**src/rtl/apbt_pkg.sv**
```systemverilog
// shared types and constants for the affine pixel-pair binary test block
// no dependencies; every other file imports this package
package apbt_pkg;

    // build defaults and field widths
    localparam int IMAGE_WORDS_DEF = 65536;
    localparam int PIX_W           = 8;
    localparam int WADDR_W         = 16;
    localparam int CODE_W          = 32;
    localparam int GAIN_W          = 24;
    localparam int PITCH_W         = 13;
    localparam int CFG_IDX_W       = 4;
    localparam int CFG_DATA_W      = 24;
    localparam int FIXED_SHIFT     = 8;

    localparam logic [PITCH_W-1:0] ROW_PITCH_RESET = 13'd256;

    // item kinds
    localparam logic ACTION_WRITE = 1'b0;
    localparam logic ACTION_TEST  = 1'b1;

    // configuration register indexes
    typedef enum logic [CFG_IDX_W-1:0] {
        REG_THRESHOLD  = 4'd0,
        REG_ROW_GAIN_A = 4'd1,
        REG_ROW_GAIN_B = 4'd2,
        REG_ROW_OFFSET = 4'd3,
        REG_COL_GAIN_A = 4'd4,
        REG_COL_GAIN_B = 4'd5,
        REG_COL_OFFSET = 4'd6,
        REG_ROW_PITCH  = 4'd7
    } t_reg_idx;

    // current configuration
    typedef struct packed {
        logic        [PIX_W-1:0]   threshold;
        logic signed [GAIN_W-1:0]  row_gain_a;
        logic signed [GAIN_W-1:0]  row_gain_b;
        logic signed [GAIN_W-1:0]  row_offset;
        logic signed [GAIN_W-1:0]  col_gain_a;
        logic signed [GAIN_W-1:0]  col_gain_b;
        logic signed [GAIN_W-1:0]  col_offset;
        logic        [PITCH_W-1:0] row_pitch;
    } t_cfg;

    // load enables of the coordinate mapping stages
    typedef struct packed {
        logic s1;
        logic s2;
        logic s3;
        logic s4;
        logic s5;
    } t_map_ld;

    // pixel write payload carried down the pipeline
    typedef struct packed {
        logic               action;
        logic [WADDR_W-1:0] addr;
        logic [PIX_W-1:0]   value;
    } t_wr_beat;

endpackage

```
**src/rtl/apbt_point_map.sv**
```systemverilog
// five-stage affine map of one code point to a store address with range check
// depends on apbt_pkg
module apbt_point_map import apbt_pkg::*; #(
    parameter  int IMAGE_WORDS = IMAGE_WORDS_DEF,
    localparam int AW          = $clog2(IMAGE_WORDS)
) (
    input  logic          i_clk,
    input  t_map_ld       i_ld,
    input  t_cfg          i_cfg,
    input  logic [7:0]    i_byte_a,
    input  logic [7:0]    i_byte_b,
    output logic [AW-1:0] o_addr,
    output logic          o_oor
);

    localparam int PROD_W = GAIN_W + 8;
    localparam int SUM_W  = PROD_W + 1;
    localparam int Q_W    = SUM_W - FIXED_SHIFT;
    localparam int RC_W   = Q_W - 1;
    localparam int RP_W   = RC_W + PITCH_W;
    localparam int AD_W   = RP_W + 1;

    // stage 1: gain products
    logic signed [PROD_W-1:0] n_p_ra, n_p_rb, n_p_ca, n_p_cb;
    logic signed [PROD_W-1:0] r_p_ra, r_p_rb, r_p_ca, r_p_cb;

    assign n_p_ra = $signed(i_cfg.row_gain_a) * $signed(i_byte_a);
    assign n_p_rb = $signed(i_cfg.row_gain_b) * $signed(i_byte_b);
    assign n_p_ca = $signed(i_cfg.col_gain_a) * $signed(i_byte_a);
    assign n_p_cb = $signed(i_cfg.col_gain_b) * $signed(i_byte_b);

    always_ff @(posedge i_clk) begin
        if (i_ld.s1) begin
            r_p_ra <= n_p_ra;
            r_p_rb <= n_p_rb;
            r_p_ca <= n_p_ca;
            r_p_cb <= n_p_cb;
        end
    end

    // stage 2: sums with offsets
    logic signed [SUM_W-1:0] n_s_row, n_s_col, r_s_row, r_s_col;

    assign n_s_row = SUM_W'(r_p_ra) + SUM_W'(r_p_rb) + SUM_W'($signed(i_cfg.row_offset));
    assign n_s_col = SUM_W'(r_p_ca) + SUM_W'(r_p_cb) + SUM_W'($signed(i_cfg.col_offset));

    always_ff @(posedge i_clk) begin
        if (i_ld.s2) begin
            r_s_row <= n_s_row;
            r_s_col <= n_s_col;
        end
    end

    // stage 3: divide by 256 toward zero, sign and column checks
    localparam logic signed [SUM_W-1:0] ROUND_BIAS = SUM_W'((1 << FIXED_SHIFT) - 1);

    logic signed [SUM_W-1:0] w_t_row, w_t_col;
    logic [Q_W-1:0]          w_q_row, w_q_col;
    logic [RC_W-1:0]         n_r3, n_c3, r_r3, r_c3;
    logic                    n_bad3, r_bad3;

    assign w_t_row = r_s_row + (r_s_row[SUM_W-1] ? ROUND_BIAS : '0);
    assign w_t_col = r_s_col + (r_s_col[SUM_W-1] ? ROUND_BIAS : '0);
    assign w_q_row = w_t_row[SUM_W-1:FIXED_SHIFT];
    assign w_q_col = w_t_col[SUM_W-1:FIXED_SHIFT];
    assign n_r3    = w_q_row[RC_W-1:0];
    assign n_c3    = w_q_col[RC_W-1:0];
    assign n_bad3  = w_q_row[Q_W-1] | w_q_col[Q_W-1]
                   | (w_q_col[RC_W-1:0] >= RC_W'(i_cfg.row_pitch));

    always_ff @(posedge i_clk) begin
        if (i_ld.s3) begin
            r_r3   <= n_r3;
            r_c3   <= n_c3;
            r_bad3 <= n_bad3;
        end
    end

    // stage 4: row times pitch
    logic [RP_W-1:0] n_prod4, r_prod4;
    logic [RC_W-1:0] r_c4;
    logic            r_bad4;

    assign n_prod4 = RP_W'(r_r3) * RP_W'(i_cfg.row_pitch);

    always_ff @(posedge i_clk) begin
        if (i_ld.s4) begin
            r_prod4 <= n_prod4;
            r_c4    <= r_c3;
            r_bad4  <= r_bad3;
        end
    end

    // stage 5: address and store bound
    logic [AD_W-1:0] w_ad;
    logic [AW-1:0]   r_addr5;
    logic            n_oor5, r_oor5;

    assign w_ad   = AD_W'(r_prod4) + AD_W'(r_c4);
    assign n_oor5 = r_bad4 | (w_ad >= AD_W'(IMAGE_WORDS));

    always_ff @(posedge i_clk) begin
        if (i_ld.s5) begin
            r_addr5 <= w_ad[AW-1:0];
            r_oor5  <= n_oor5;
        end
    end

    assign o_addr = r_addr5;
    assign o_oor  = r_oor5;

endmodule

```
**config.mk**
```make
export PLATFORM = sky130hd
export DESIGN_NAME = apbt_point_map
export DESIGN_NICKNAME = d
export VERILOG_FILES = /design/src/rtl/apbt_pkg.sv /design/src/rtl/apbt_point_map.sv
export SDC_FILE = /design/constraint.sdc
export NUM_CORES = 2
export LEC_CHECK = 0
export BUFFER_PORTS_ARGS = -buffer_cell sky130_fd_sc_hd__buf_2
export CAP_MARGIN = 40
export CORE_MARGIN = 2
export CORE_UTILIZATION = 65
export CTS_CLUSTER_SIZE = 28
export DETAILED_ROUTE_END_ITERATION = 7
export HOLD_SLACK_MARGIN = 0.12
export PLACE_DENSITY = 0.93
export SYNTH_ARGS = -nofsm -noshare
export SYNTH_HDL_FRONTEND = slang
export SYNTH_SLANG_ARGS = --single-unit
```
**constraint.sdc**
```tcl
create_clock -name i_clk -period 6.5 [get_ports i_clk]
set_input_delay 0.325 -clock i_clk [delete_from_list [all_inputs] [get_ports i_clk]]
set_output_delay 0.325 -clock i_clk [all_outputs]
set_load 0.01 [all_outputs]
```
==> metrics.csv <==
metric,value,unit
DRC,0,
FF-to-FF setup slack,0.37,ns
CTS tree,built,
worst hold margin,0.1692,ns
Crit. End Element,flop,
total die area,84170,sq um
post-synthesis sequential area ratio,0.1817,
GR Util All Layers,0.3219,
count of final setup violators,0,
CTS Hold Bufs,0,
nets,7130,
Worst-path clk slew,0.06,ns
number of global-route vias before repair,42270,
Worst slew margin,0.3805,
MaxCap Viol Count,0,
worst skew pair latency,0.59,ns
antenna violation net count after detailed routing,0,
first-pass GRT wire length,215.0,mm
crit-path cells,"and2_1, fa_1, inv_1, fa_1, inv_1, fa_1, fa_1, inv_1, fa_1, inv_1, ha_1, o21a_1, o21a_1, o21ai_0, nor2_1, a21oi_1, o2bb2ai_1, o22ai_1, a211oi_1, mux2i_1, o2111ai_1",
initial antenna violation count,22,
Clock Sinks,322,
dominant synthesized flop cell,edfxtp_1,
CTS max path bufs,3,
Tmin final,6.127,ns
Routability Congestion,0.9757,
Die X,290.1,um
I/O Buffers,195,
CP max stage cell,edfxtp_1,
arrival time worst endpoint,6.43,ns
Worst Setup SP,r_r3[4]$_DFFE_PP_,
share of cells above drive strength 1,0.06264,
Syn Area/Cell,9.781,sq um
Slew Limit Fails,0,
slew at the pin closest to its max-slew limit,0.9293,ns
Die Ht,290.1,um
vias post-DR,39500,
P&R area growth vs syn,6.589,%
DR iter-0 viols,3352,
RSZ-0062 raised after global routing,false,
wire per inst,19.74,um
Reg-to-Reg End,r_prod4[27]$_DFFE_PP_,
Overflow after GRT,0,
outcome,finished clean,
Detail Placement HPWL,106.7,mm
Worst Path Required,6.80,ns
Final period util,0.9427,
largest net degree at the start of global routing,73,
largest stage delay on the critical path,0.57,ns
"CP delay by family, top",adder cells,
"Net Count, Synth",6979,
worst path bufs/invs,4,
"EDFF count, synth",322,
Vias/cell,5.897,
HP Start,i_cfg[61],
YS warnings,0,
PostCTS Resize Cnt,0,
Reg-to-Reg Start,r_r3[4]$_DFFE_PP_,
CP Launch Type,flop,
Yosys cell types,79,
worst hold stages,2,
Hold/Removal Path Class,in -> reg,
clk_skew,0.03755,ns
Root Driver,clkbuf_16,
# IOs,204,
Setup TNS Final,0,ns
first drt pass iteration count,8,
# rows,104,
Critical Path Fanout Max,8,
Max Clk Rate,0.1632,GHz
Initial Util,0.6585,
Register-to-Register Path Depth,21,
Mapped Area,53210,sq um
Mapped Cells,5440,
Placed Cells,6608,
Yosys reg bits,322,
Detailed Route WL,132.2,mm
final cell count without fillers,6698,
H-tree depth,2,
Worst path most repeated cell,fa_1,
Final Hold Viols,0,
WS Path Type,reg -> reg,
Core Footprint,80810,sq um
Post-synth ARST share,0,
Num CTS Buffers,37,
Worst Hold Path EP,r_p_ca[0]$_DFFE_PP_,
## flip-flops by register name, summed over array words and instances (netlist names), 32 cells and up
name	flops
r_prod4	37
r_s_col	33
r_s_row	33
r_p_ca	32
r_p_cb	32
r_p_ra	32
r_p_rb	32
## cell usage in the layout (no fill, tap or decap), types with 23 or more instances in the layout
cell type / synthesis / layout
nor2b_1: 26 / 26
a21oi_1: 159 / 159
o21a_1: 51 / 51
fa_1: 913 / 913
and3_1: 31 / 31
edfxtp_1: 322 / 322
o21ai_0: 95 / 95
xor2_1: 72 / 72
a21o_1: 107 / 107
o21bai_1: 29 / 29
buf_2: 2 / 194
xnor2_1: 197 / 197
ha_1: 439 / 439
nand2b_1: 91 / 91
buf_4: 1 / 65
clkbuf_16: 0 / 37
and2_1: 654 / 654
nand2_1: 443 / 443
inv_1: 1138 / 1138
nand4_1: 23 / 23
nand3_1: 50 / 50
nor2_1: 168 / 168
nor3_1: 43 / 43
## worst reg2reg max path, delay by kind of cell, from the launching register on
family	cells	cell delay, ns
AO/OA/AOI/OAI	8	1.72
AND/OR/NAND/NOR	2	0.36
adder cells (fa/ha/maj)	6	2.78
buffers and inverters	4	0.22
flip-flops	1	0.57
multiplexers	1	0.23
## kinds of logic after synthesis
family	share of synthesized area
adders and majority gates	0.4467
DFF	0.1817
buffers and inverters	0.09091
muxes	0.001717
xor gates and xnor gates	0.04428
AOI/OAI and AO/OA	0.07696
and+or+nand+nor	0.1577
## cell usage after synthesis, types with 5 or more instances
| cell type | count | share of area |
|---|---|---|
| o31ai_1 | 10 | 0.0014 |
| or4_1 | 6 | 0.00085 |
| o21ai_0 | 95 | 0.0089 |
| o2111ai_1 | 9 | 0.0015 |
| fa_1 | 913 | 0.34 |
| o221ai_1 | 5 | 0.00082 |
| a21oi_1 | 159 | 0.015 |
| a221oi_1 | 5 | 0.00082 |
| a21o_1 | 107 | 0.015 |
| nor4_1 | 10 | 0.0012 |
| a31o_2 | 9 | 0.0015 |
| or3_1 | 8 | 0.00094 |
| xor2_1 | 72 | 0.012 |
| a2111oi_0 | 8 | 0.0013 |
| a21boi_0 | 8 | 0.0011 |
| and4_1 | 9 | 0.0015 |
| nand3b_1 | 6 | 0.00085 |
| nor3_1 | 43 | 0.0040 |
| and2_1 | 654 | 0.077 |
| o21bai_1 | 29 | 0.0041 |
| a31oi_1 | 19 | 0.0022 |
| nand2_1 | 443 | 0.031 |
| a211oi_1 | 15 | 0.0021 |
| or2_2 | 11 | 0.0013 |
| mux2i_1 | 8 | 0.0015 |
| o211ai_1 | 18 | 0.0025 |
| o21a_1 | 51 | 0.0072 |
| nor2b_1 | 26 | 0.0031 |
| nand4_1 | 23 | 0.0027 |
| xnor2_1 | 197 | 0.032 |
| ha_1 | 439 | 0.10 |
| clkbuf_1 | 143 | 0.010 |
| inv_1 | 1138 | 0.080 |
| a211o_1 | 7 | 0.0012 |
| nand2b_1 | 91 | 0.011 |
| nand3_1 | 50 | 0.0047 |
| edfxtp_1 | 322 | 0.18 |
| and3_1 | 31 | 0.0036 |
| nor2_1 | 168 | 0.012 |
## area by class of cell
class                   instances  area [sq um]
well taps                    1060          1326
clock buffers                  41         940.9
multi-input cells            3831         38700
clock inverters                26         289.0
repair buffers                260          1464
fillers                      5351         24090
inverters                    1139          4275
flip-flops and latches        322          9669
diodes                         19         47.55
## through the flow
stage | utilization | setup slack, ns | instance area (sq um)
2_1_floorplan | - | 0.6439 | 53210
3_3_place_gp | 0.6857 | 0.3947 | 55410
3_5_place_dp | 0.6857 | 0.3160 | 55410
4_1_cts | 0.7009 | 0.3189 | 56640
5_1_grt | 0.7018 | 0.04745 | 56710
6_report | 0.7019 | 0.3728 | 56720
## timing repair
action | in CTS | in global routing
setup endpoints to repair | 0 | 2
setup buffers | 0 | 3
hold endpoints to repair | 0 | 0
## metal layers
metal	up-vias	wire [um]	GRT usage
li1	17350	-	-
met2	1993	65350	0.5543
met5	-	88	0
met4	12	9501	0.2015
met3	522	10630	0.05185
met1	19620	46640	0.3782
## worst max path at each step
stage / endpoint / slack (ns) / cells past startpoint
2_1_floorplan: r_prod4[27]$_DFFE_PP_ / 0.64 / 22
6_report: r_prod4[27]$_DFFE_PP_ / 0.37 / 21
4_1_cts: r_prod4[27]$_DFFE_PP_ / 0.32 / 21
5_1_grt: r_prod4[27]$_DFFE_PP_ / 0.05 / 19
3_5_place_dp: r_p_rb[30]$_DFFE_PP_ / 0.32 / 19
3_3_place_gp: r_prod4[36]$_DFFE_PP_ / 0.39 / 21
Power is left out: the tool's default activity adds up to more than one toggle a clock period on the data nets, which glitch-free logic cannot reach.
