<file path="src/rtl/apbt_pkg.sv">
// shared types and constants for the affine pixel-pair binary test block
// no dependencies; every other file imports this package
package apbt_pkg;

    // build defaults and field widths
    localparam int IMAGE_WORDS_DEF = 65536;
    localparam int PIX_W           = 8;
    localparam int WADDR_W         = 16;
    localparam int CODE_W          = 32;
    localparam int GAIN_W          = 24;
    localparam int PITCH_W         = 13;
    localparam int CFG_IDX_W       = 4;
    localparam int CFG_DATA_W      = 24;
    localparam int FIXED_SHIFT     = 8;

    localparam logic [PITCH_W-1:0] ROW_PITCH_RESET = 13'd256;

    // item kinds
    localparam logic ACTION_WRITE = 1'b0;
    localparam logic ACTION_TEST  = 1'b1;

    // configuration register indexes
    typedef enum logic [CFG_IDX_W-1:0] {
        REG_THRESHOLD  = 4'd0,
        REG_ROW_GAIN_A = 4'd1,
        REG_ROW_GAIN_B = 4'd2,
        REG_ROW_OFFSET = 4'd3,
        REG_COL_GAIN_A = 4'd4,
        REG_COL_GAIN_B = 4'd5,
        REG_COL_OFFSET = 4'd6,
        REG_ROW_PITCH  = 4'd7
    } t_reg_idx;

    // current configuration
    typedef struct packed {
        logic        [PIX_W-1:0]   threshold;
        logic signed [GAIN_W-1:0]  row_gain_a;
        logic signed [GAIN_W-1:0]  row_gain_b;
        logic signed [GAIN_W-1:0]  row_offset;
        logic signed [GAIN_W-1:0]  col_gain_a;
        logic signed [GAIN_W-1:0]  col_gain_b;
        logic signed [GAIN_W-1:0]  col_offset;
        logic        [PITCH_W-1:0] row_pitch;
    } t_cfg;

    // load enables of the coordinate mapping stages
    typedef struct packed {
        logic s1;
        logic s2;
        logic s3;
        logic s4;
        logic s5;
    } t_map_ld;

    // pixel write payload carried down the pipeline
    typedef struct packed {
        logic               action;
        logic [WADDR_W-1:0] addr;
        logic [PIX_W-1:0]   value;
    } t_wr_beat;

endpackage

</file>
<file path="src/rtl/apbt_ifs.sv">


interface apbt_cfg_if import apbt_pkg::*; ();
    logic                  valid;
    logic                  ready;
    logic [CFG_IDX_W-1:0]  index;
    logic [CFG_DATA_W-1:0] data;

    modport source (output valid, index, data, input ready);
    modport sink   (input valid, index, data, output ready);
endinterface

</file>
<file path="src/rtl/apbt_cfg.sv">
// configuration register file, written through the config channel
// depends on apbt_pkg and apbt_cfg_if
module apbt_cfg import apbt_pkg::*; (
    input  logic       i_clk,
    input  logic       i_rst_n,
    apbt_cfg_if.sink   i_cfg,
    output t_cfg       o_cfg
);

    t_cfg r_cfg;
    t_cfg n_cfg;

    // writes are always taken
    assign i_cfg.ready = 1'b1;
    assign o_cfg       = r_cfg;

    // register decode, unknown indexes are dropped
    always_comb begin
        n_cfg = r_cfg;
        if (i_cfg.valid) begin
            unique case (t_reg_idx'(i_cfg.index))
                REG_THRESHOLD:  n_cfg.threshold  = i_cfg.data[PIX_W-1:0];
                REG_ROW_GAIN_A: n_cfg.row_gain_a = i_cfg.data;
                REG_ROW_GAIN_B: n_cfg.row_gain_b = i_cfg.data;
                REG_ROW_OFFSET: n_cfg.row_offset = i_cfg.data;
                REG_COL_GAIN_A: n_cfg.col_gain_a = i_cfg.data;
                REG_COL_GAIN_B: n_cfg.col_gain_b = i_cfg.data;
                REG_COL_OFFSET: n_cfg.col_offset = i_cfg.data;
                REG_ROW_PITCH:  n_cfg.row_pitch  = i_cfg.data[PITCH_W-1:0];
                default: begin
                end
            endcase
        end
    end

    always_ff @(posedge i_clk) begin
        if (!i_rst_n) begin
            r_cfg           <= '0;
            r_cfg.row_pitch <= ROW_PITCH_RESET;
        end else begin
            r_cfg <= n_cfg;
        end
    end

endmodule

</file>
<file path="src/flat_wrapper.sv">
// flat-port wrapper written by rule: the top's interface ports become plain ports
module apbt_cfg_flat import apbt_pkg::*;
  (i_clk, i_rst_n, o_cfg, i_cfg_valid, i_cfg_index, i_cfg_data, i_cfg_ready);
  apbt_cfg_if i_cfg_i ();
  input  logic i_clk;
  input  logic i_rst_n;
  output t_cfg o_cfg;
  input wire logic [$bits(i_cfg_i.valid)-1:0] i_cfg_valid;
  input wire logic [$bits(i_cfg_i.index)-1:0] i_cfg_index;
  input wire logic [$bits(i_cfg_i.data)-1:0] i_cfg_data;
  output wire logic [$bits(i_cfg_i.ready)-1:0] i_cfg_ready;
  assign i_cfg_i.valid = i_cfg_valid;
  assign i_cfg_i.index = i_cfg_index;
  assign i_cfg_i.data = i_cfg_data;
  assign i_cfg_ready = i_cfg_i.ready;
  apbt_cfg u_core (.i_clk(i_clk), .i_rst_n(i_rst_n), .i_cfg(i_cfg_i), .o_cfg(o_cfg));
endmodule
</file>
<file path="config.mk">
export PLATFORM = sky130hd
export DESIGN_NAME = apbt_cfg_flat
export DESIGN_NICKNAME = d
export VERILOG_FILES = /design/src/rtl/apbt_pkg.sv /design/src/rtl/apbt_ifs.sv /design/src/rtl/apbt_cfg.sv /design/src/flat_wrapper.sv
export SDC_FILE = /design/constraint.sdc
export NUM_CORES = 1
export LEC_CHECK = 0
export BUFFER_PORTS_ARGS = -buffer_cell sky130_fd_sc_hd__buf_2
export CAP_MARGIN = 20
export CORE_MARGIN = 2
export CORE_UTILIZATION = 28
export CTS_BUF_LIST = sky130_fd_sc_hd__clkbuf_4
export DETAILED_ROUTE_END_ITERATION = 16
export PLACE_DENSITY = 0.5
export SLEW_MARGIN = 20
export SYNTH_ARGS = -nofsm -noshare
export SYNTH_HDL_FRONTEND = slang
export SYNTH_SLANG_ARGS = --single-unit
</file>
<file path="constraint.sdc">
create_clock -name i_clk -period 3.4 [get_ports i_clk]
set_clock_uncertainty 0.1 [all_clocks]
set_input_delay 0.51 -clock i_clk [delete_from_list [all_inputs] [get_ports i_clk]]
set_output_delay 0.51 -clock i_clk [all_outputs]
set_load 0.02 [all_outputs]
</file>
==> impl_results.md, run 1 <==
* Yosys top cell by area: dfxtp_1
* Syn nets at 604
* Total overflow reported by the global router at 0
* Placement-stage cell area at 7220 um2
* Final setup fails at 0
* Post-Route WL at 17,300 um
* Most common cell after layout, fill and taps aside: buf_2
* Storage element area at 3300 um2
* Violation count after the first detailed-routing iteration at 104
* Global-route layer with the greatest usage: met2
* Overall global routing resource usage at 15.4%
* Minimum setup slack after placement at 1.36 ns
* Area growth from synthesis to layout at 24.5%
* Met1 Use GR at 20.8%
* Number of DRC violations after detailed routing at 0
* Final cycle utilization of the critical path at 51.5%
* Floorplan die height at 150 um
* Crit path max fanout at 2
* Unrepaired setup endpoints after global routing: false
* Share of cells above drive strength 1 at 31.6%
* Largest buffer count on any clock path at 2
* Met2 routing resource usage after global routing at 23.9%
* Final routed wire length divided by cell count at 16.5 um
* Die footprint at 22,600 um2
* Highest ir drop seen on vdd at 223 uV
* Final Util at 35.6%
* Port-buffer cells at 195
* Fraction of met3 tracks used by global routing at 5.15%
* Detailed placer's ending HPWL at 11,800 um
* CP Cell Sequence: buf_2
* Core Area at 21,000 um2
* Total power density per cell area at 440 nW/um2
* Run status: completed
* Length of the first detailed-routing pass in iterations at 5
* Combined area of all synthesized cells at 6010 um2
* Clock transition time at the flip-flop clock pins of the worst setup and hold paths at 0.14 ns
* Num CTS Buffers at 17
* Critical path type: reg -> out
* Average instance area after synthesis at 10.5 um2
* CTS tree: built
* Number of hold buffers added after cts at 0
* Crit path time final at 1.75 ns
* Initial antenna violation count at 1
* Final net count at 789
* Yosys Warn Count at 0
* Area of all placed cells without fillers at 7480 um2
* CP required at 2.79 ns
* Clk_lat worst skew at 0.53 ns
* Number of buffers and inverters on the critical path at 1
* Setup tns final at 0 ns
* Slowest library cell on the worst path: dfxtp_1
* Worst Hold Class: in -> reg
* Number of maximum-capacitance constraint violations at 0
* Synthesized instance count at 573
* Pin slew with the least headroom to its limit at 0.891 ns
* Worst Path Arrival at 1.14 ns
* Number of global-route vias before repair at 4,443
* Post-DRT Antenna Nets at 0
* Pin count of the biggest net entering global routing at 67
* Wire length of the first global-routing pass at 26,500 um
* Most frequent cells in the layout: buf_2, nand2_1, dfxtp_1
* Sequential area share after synthesis at 55.0%
* Number of top-level pins at 197
* Highest cell delay on the worst timing path at 0.40 ns
* Number of vias in the routed layout at 4,530
* Post-cts sizing count at 0
* Final Worst Setup Slack at 1.65 ns
* Max Slew Vio Count at 0
* Worst slew slack as a fraction of its limit at 40.4%
* Startpoint type of the worst setup path: flop
* Final hold vios at 0
* Max FFs per register at 165
* Post-CTS Setup Inserts at 0
* Initial Util at 28.6%
* Highest clock rate at 572 MHz
* Synth top area share at 55.0%
* Area contributors post-synth: dfxtp_1, mux2i_1, nand2_1, clkbuf_1, buf_2
* Number of core rows at 53
* Largest delay share family, worst path: flip-flops
* Post-synthesis register bit count at 165
* Reported leakage power at 4.09 nW
* Library cell used as clock root buffer: clkbuf_4
* Area used by multi-input combinational logic at 2490 um2
* Number of fillers in the final layout at 2,224
* Synth cell types at 22
* Post-detailed-route via-to-cell ratio at 4.33
* Clock sinks at 165
* Placer congestion estimate at 0.743
* Width of the die at 150 um
* Crit. End Element: output pin
* CTS H-Tree Depth at 4
synth_stat cells:
library cell / count
buf_4: 4
buf_2: 10
mux2i_1: 164
nand3_2: 3
nor2b_4: 1
nor3b_2: 2
buf_8: 2
nor2_1: 2
conb_1: 1
dfxtp_1: 165
buf_1: 1
inv_1: 1
nand2_1: 190
clkbuf_1: 17
nand3b_1: 1
o21ai_0: 1
buf_6: 3
nand4_2: 1
nand2_2: 1
o311ai_0: 1
clkbuf_2: 1
nor3_2: 1
through the flow:
step / total power [mW] / hold slack (ns) / instances
final: 3.29 / 0.237 / 1047
after global routing: 3.46 / 0.188 / 1047
after CTS: 3.36 / 0.166 / 1046
after detailed placement: 2.25 / 0.343 / 1014
after global placement: 2.25 / 0.341 / 1014
after floorplan: 2.15 / 0.433 / 573
layer usage:
layer / up-vias / routed length (um)
li1: 2265 / -
met1: 2121 / 8050
met2: 131 / 7810
met3: 13 / 1290
met4: 0 / 151
met5: - / 0
path summary, 6_finish.rpt:
kind | slack, ns | from | depth (start not counted) | end
hold / removal | 0.24 | i_cfg_data[8] | 3 | u_core.o_cfg[8]$_SDFFE_PN1P_
setup reg to reg | 2.65 | u_core.o_cfg[16]$_SDFFE_PN0P_ | 2 | u_core.o_cfg[16]$_SDFFE_PN0P_
hold reg to reg | 0.36 | u_core.o_cfg[45]$_SDFFE_PN0P_ | 2 | u_core.o_cfg[45]$_SDFFE_PN0P_
setup / recovery | 1.65 | u_core.o_cfg[16]$_SDFFE_PN0P_ | 1 | o_cfg[16]
cells by family after synthesis:
family	count (synthesis)	share of synthesized area, %
buffers and inverters	39	3.66
other	1	0.0624
and+or+nand+nor	202	13.7
DFF	165	55.0
muxes	164	27.3
AOI/OAI and AO/OA	2	0.229
where the power goes:
group	switching [mW]	total (mW)	internal, mW
Combinational	0.160	0.230	0.0696
Sequential	0.0121	1.97	1.96
Clock	0.723	1.09	0.366
Total	0.896	3.29	2.39
area by class of cell:
| cell class | instances | area share [%] |
|---|---|---|
| inverter | 1 | 0.0502 |
| sequential | 165 | 44.2 |
| clock buffer | 17 | 1.71 |
| tap | 275 | 4.60 |
| timing repair buffer | 204 | 14.4 |
| clock inverter | 15 | 1.72 |
| multi-input combinational | 369 | 33.3 |
| antenna | 1 | 0.0335 |
Power figures use the tool's default switching activity.
==> run 2: changes to the inputs <==
--- a/config.mk
+++ b/config.mk
@@ -11,7 +11,7 @@
 export CORE_UTILIZATION = 28
 export CTS_BUF_LIST = sky130_fd_sc_hd__clkbuf_4
 export DETAILED_ROUTE_END_ITERATION = 16
-export PLACE_DENSITY = 0.5
+export PLACE_DENSITY = 0.52
 export SLEW_MARGIN = 20
 export SYNTH_ARGS = -nofsm -noshare
 export SYNTH_HDL_FRONTEND = slang
==> constraint.sdc (replaced) <==
create_clock -name i_clk -period 1.4 [get_ports i_clk]
set_clock_uncertainty 0.1 [all_clocks]
set_input_delay 0.21 -clock i_clk [delete_from_list [all_inputs] [get_ports i_clk]]
set_output_delay 0.21 -clock i_clk [all_outputs]
set_load 0.02 [all_outputs]
==> run 2 against run 1 <==
First-iteration DRC count increased by 84%. Cell area increased by 30%. Sequential power rose by 140%. Die area unchanged. Sequential share of layout area fell by 7.9 points. Critical path depth is 4 higher. Largest power group unchanged. Highest routed layer unchanged.
==> impl_results.md, run 2 (synthesis results as in run 1) <==
* Number of top-level pins at 197 (unchanged)
* Crit path time final at 1.39 ns
* Highest ir drop seen on vdd at 534 uV (+140%)
* Number of buffers and inverters on the critical path at 4 (+3)
* Highest clock rate at 718 MHz
* Share of cells above drive strength 1 at 53.5% (+22 points)
* Critical path type: in -> reg
* Crit. End Element: flop
* Floorplan die height at 150 um (unchanged)
* Initial Util at 28.6% (unchanged)
* Num CTS Buffers at 17 (unchanged)
* Clk_lat worst skew at 0.54 ns (about the same)
* R2R Path Start: u_core.o_cfg[8]$_SDFFE_PN1P_
* Core Area at 21,000 um2 (unchanged)
* Reg-to-Reg End: u_core.o_cfg[8]$_SDFFE_PN1P_
* Overall global routing resource usage at 16.5% (+1.1 points)
* Violation count after the first detailed-routing iteration at 191 (+84%)
* Area of all placed cells without fillers at 9690 um2 (+30%)
* Reported leakage power at 4.75 nW (+16%)
* Placement-stage cell area at 7530 um2 (+4.3%)
* Setup tns final at 0 ns (unchanged)
* Width of the die at 150 um (unchanged)
* Worst reg2reg setup slack at 0.09 ns (-2.56 ns)
* Library cell used as clock root buffer: clkbuf_4
* Cells after DPL at 1,039 (+2.5%)
* Placer congestion estimate at 0.735 (-1.0%)
* Initial antenna violation count at 1 (unchanged)
* Highest cell delay on the worst timing path at 0.59 ns (+0.19 ns)
* Total overflow reported by the global router at 0 (unchanged)
* Number of maximum-capacitance constraint violations at 0 (unchanged)
* Max Slew Vio Count at 0 (unchanged)
* Most frequent cells in the layout: nand2_1, buf_6, mux2i_1, dfxtp_2
* CTS H-Tree Depth at 4 (unchanged)
* Number of cells on the worst reg-to-reg path at 3 (+1)
* Unrepaired setup endpoints after global routing: true
* Port-buffer cells at 195 (unchanged)
* Number of global-route vias before repair at 4,988 (+12%)
* Worst setup path end: u_core.o_cfg[8]$_SDFFE_PN1P_
* Largest delay share family, worst path: buffers and inverters
* Pin count of the biggest net entering global routing at 25 (-63%)
* Final routed wire length divided by cell count at 16.4 um (-0.64%)
* Wire length of the first global-routing pass at 28,200 um (+6.6%)
* Number of DRC violations after detailed routing at 0 (unchanged)
* Number of vias in the routed layout at 4,961 (+9.5%)
* Area growth from synthesis to layout at 61.3%
* Worst Path Arrival at 1.80 ns (+0.66 ns)
* Number of core rows at 53 (unchanged)
* Max FFs per register at 165 (unchanged)
* Final setup fails at 0 (unchanged)
* Post-Route WL at 18,600 um (+7.8%)
* Instance count along the most critical hold path at 3 (unchanged)
* Length of the first detailed-routing pass in iterations at 4 (-1)
* Clock transition time at the flip-flop clock pins of the worst setup and hold paths at 0.15 ns (about the same)
* Total power density per cell area at 903 nW/um2 (+110%)
* Detailed placer's ending HPWL at 12,300 um (+4.3%)
* Startpoint type of the worst setup path: primary input
* Worst path depth at 5 (+4)
* Worst Hold Class: in -> reg
* Most common cell after layout, fill and taps aside: nand2_1
* Post-DRT Antenna Nets at 0 (unchanged)
* Launch point of the critical path: i_cfg_data[8]
* Final Util at 46.1% (+11 points)
* Final net count at 878 (+11%)
* Post-detailed-route via-to-cell ratio at 4.37 (+0.93%)
* Die footprint at 22,600 um2 (unchanged)
* Run status: completed
* Clock sinks at 165 (unchanged)
* Slowest library cell on the worst path: dlygate4sd3_1
* Final hold vios at 0 (unchanged)
* CP Cell Sequence: dlygate4sd3_1 -> buf_2 -> inv_1 -> o311ai_0 -> dlygate4sd3_1
* Crit path max fanout at 2 (unchanged)
* CTS tree: built
* Final cycle utilization of the critical path at 99.4%
* CP required at 1.81 ns (-0.98 ns)
* Non-Filler Instances at 1,136 (+8.5%)
* Cell repeated most along the worst path: dlygate4sd3_1
* Largest buffer count on any clock path at 2 (unchanged)
[run 2: worst min-delay path by stage]
stage,start,to,slack [ns]
after floorplan,i_cfg_data[8],u_core.o_cfg[8]$_SDFFE_PN1P_,0.31
after global placement,u_core.o_cfg[6]$_SDFFE_PN0P_,u_core.o_cfg[6]$_SDFFE_PN0P_,0.34
after detailed placement,u_core.o_cfg[40]$_SDFFE_PN0P_,u_core.o_cfg[40]$_SDFFE_PN0P_,0.34
after CTS,i_rst_n,u_core.o_cfg[128]$_SDFFE_PN0P_,0.01
after global routing,i_rst_n,u_core.o_cfg[24]$_SDFFE_PN0P_,0.008
final,i_cfg_data[10],u_core.o_cfg[23]$_SDFFE_PN0P_,0.06
[run 2: final cells by class]
cell class / count / area (um2)
Fill cell: 1997 / 11300
Clock buffer: 17 / 128
Inverter: 1 / 3.75
Tap cell: 275 / 344
Clock inverter: 15 / 191
Multi-Input combinational cell: 369 / 2500
Sequential cell: 165 / 3510
Timing Repair Buffer: 293 / 3010
Antenna cell: 1 / 2.50
[run 2: layer usage]
| layer | GRT usage (%) | up-vias | routed length (um) |
|---|---|---|---|
| li1 | - | 2439 | - |
| met1 | 20.8 | 2371 | 8460 |
| met2 | 27.5 | 142 | 8840 |
| met3 | 4.91 | 9 | 1210 |
| met4 | 4.58 | 0 | 147 |
| met5 | 0 | - | 0 |
[run 2: metrics by stage]
stage	hold WS, ns	setup slack (ns)	total power, mW
floorplan	0.312	0.141	5.23
global placement	0.339	-0.0760	5.51
detailed placement	0.344	-0.113	5.51
CTS	0.0129	-0.0487	8.90
global route	0.00811	-0.0765	9.15
finish	0.0578	0.00788	8.75
[run 2: timing repair]
action | in CTS | in global routing
setup endpoints to repair | 165 | 188
setup buffers | 4 | 17
hold buffers | 43 | 2
hold endpoints to repair | 118 | 8
resized for setup | 496 | 3
[run 2: worst min-delay path, cell delays in order]
cell	delay [ns]
buf_2	0.09
nand2_1	0.27
mux2i_1	0.11
[run 2: power breakdown]
group	total (mW)	leakage, nW	switching, mW	internal [mW]
Combinational	0.778	3.17	0.419	0.359
Clock	3.17	0.166	1.88	1.29
Sequential	4.81	1.41	0.0446	4.76
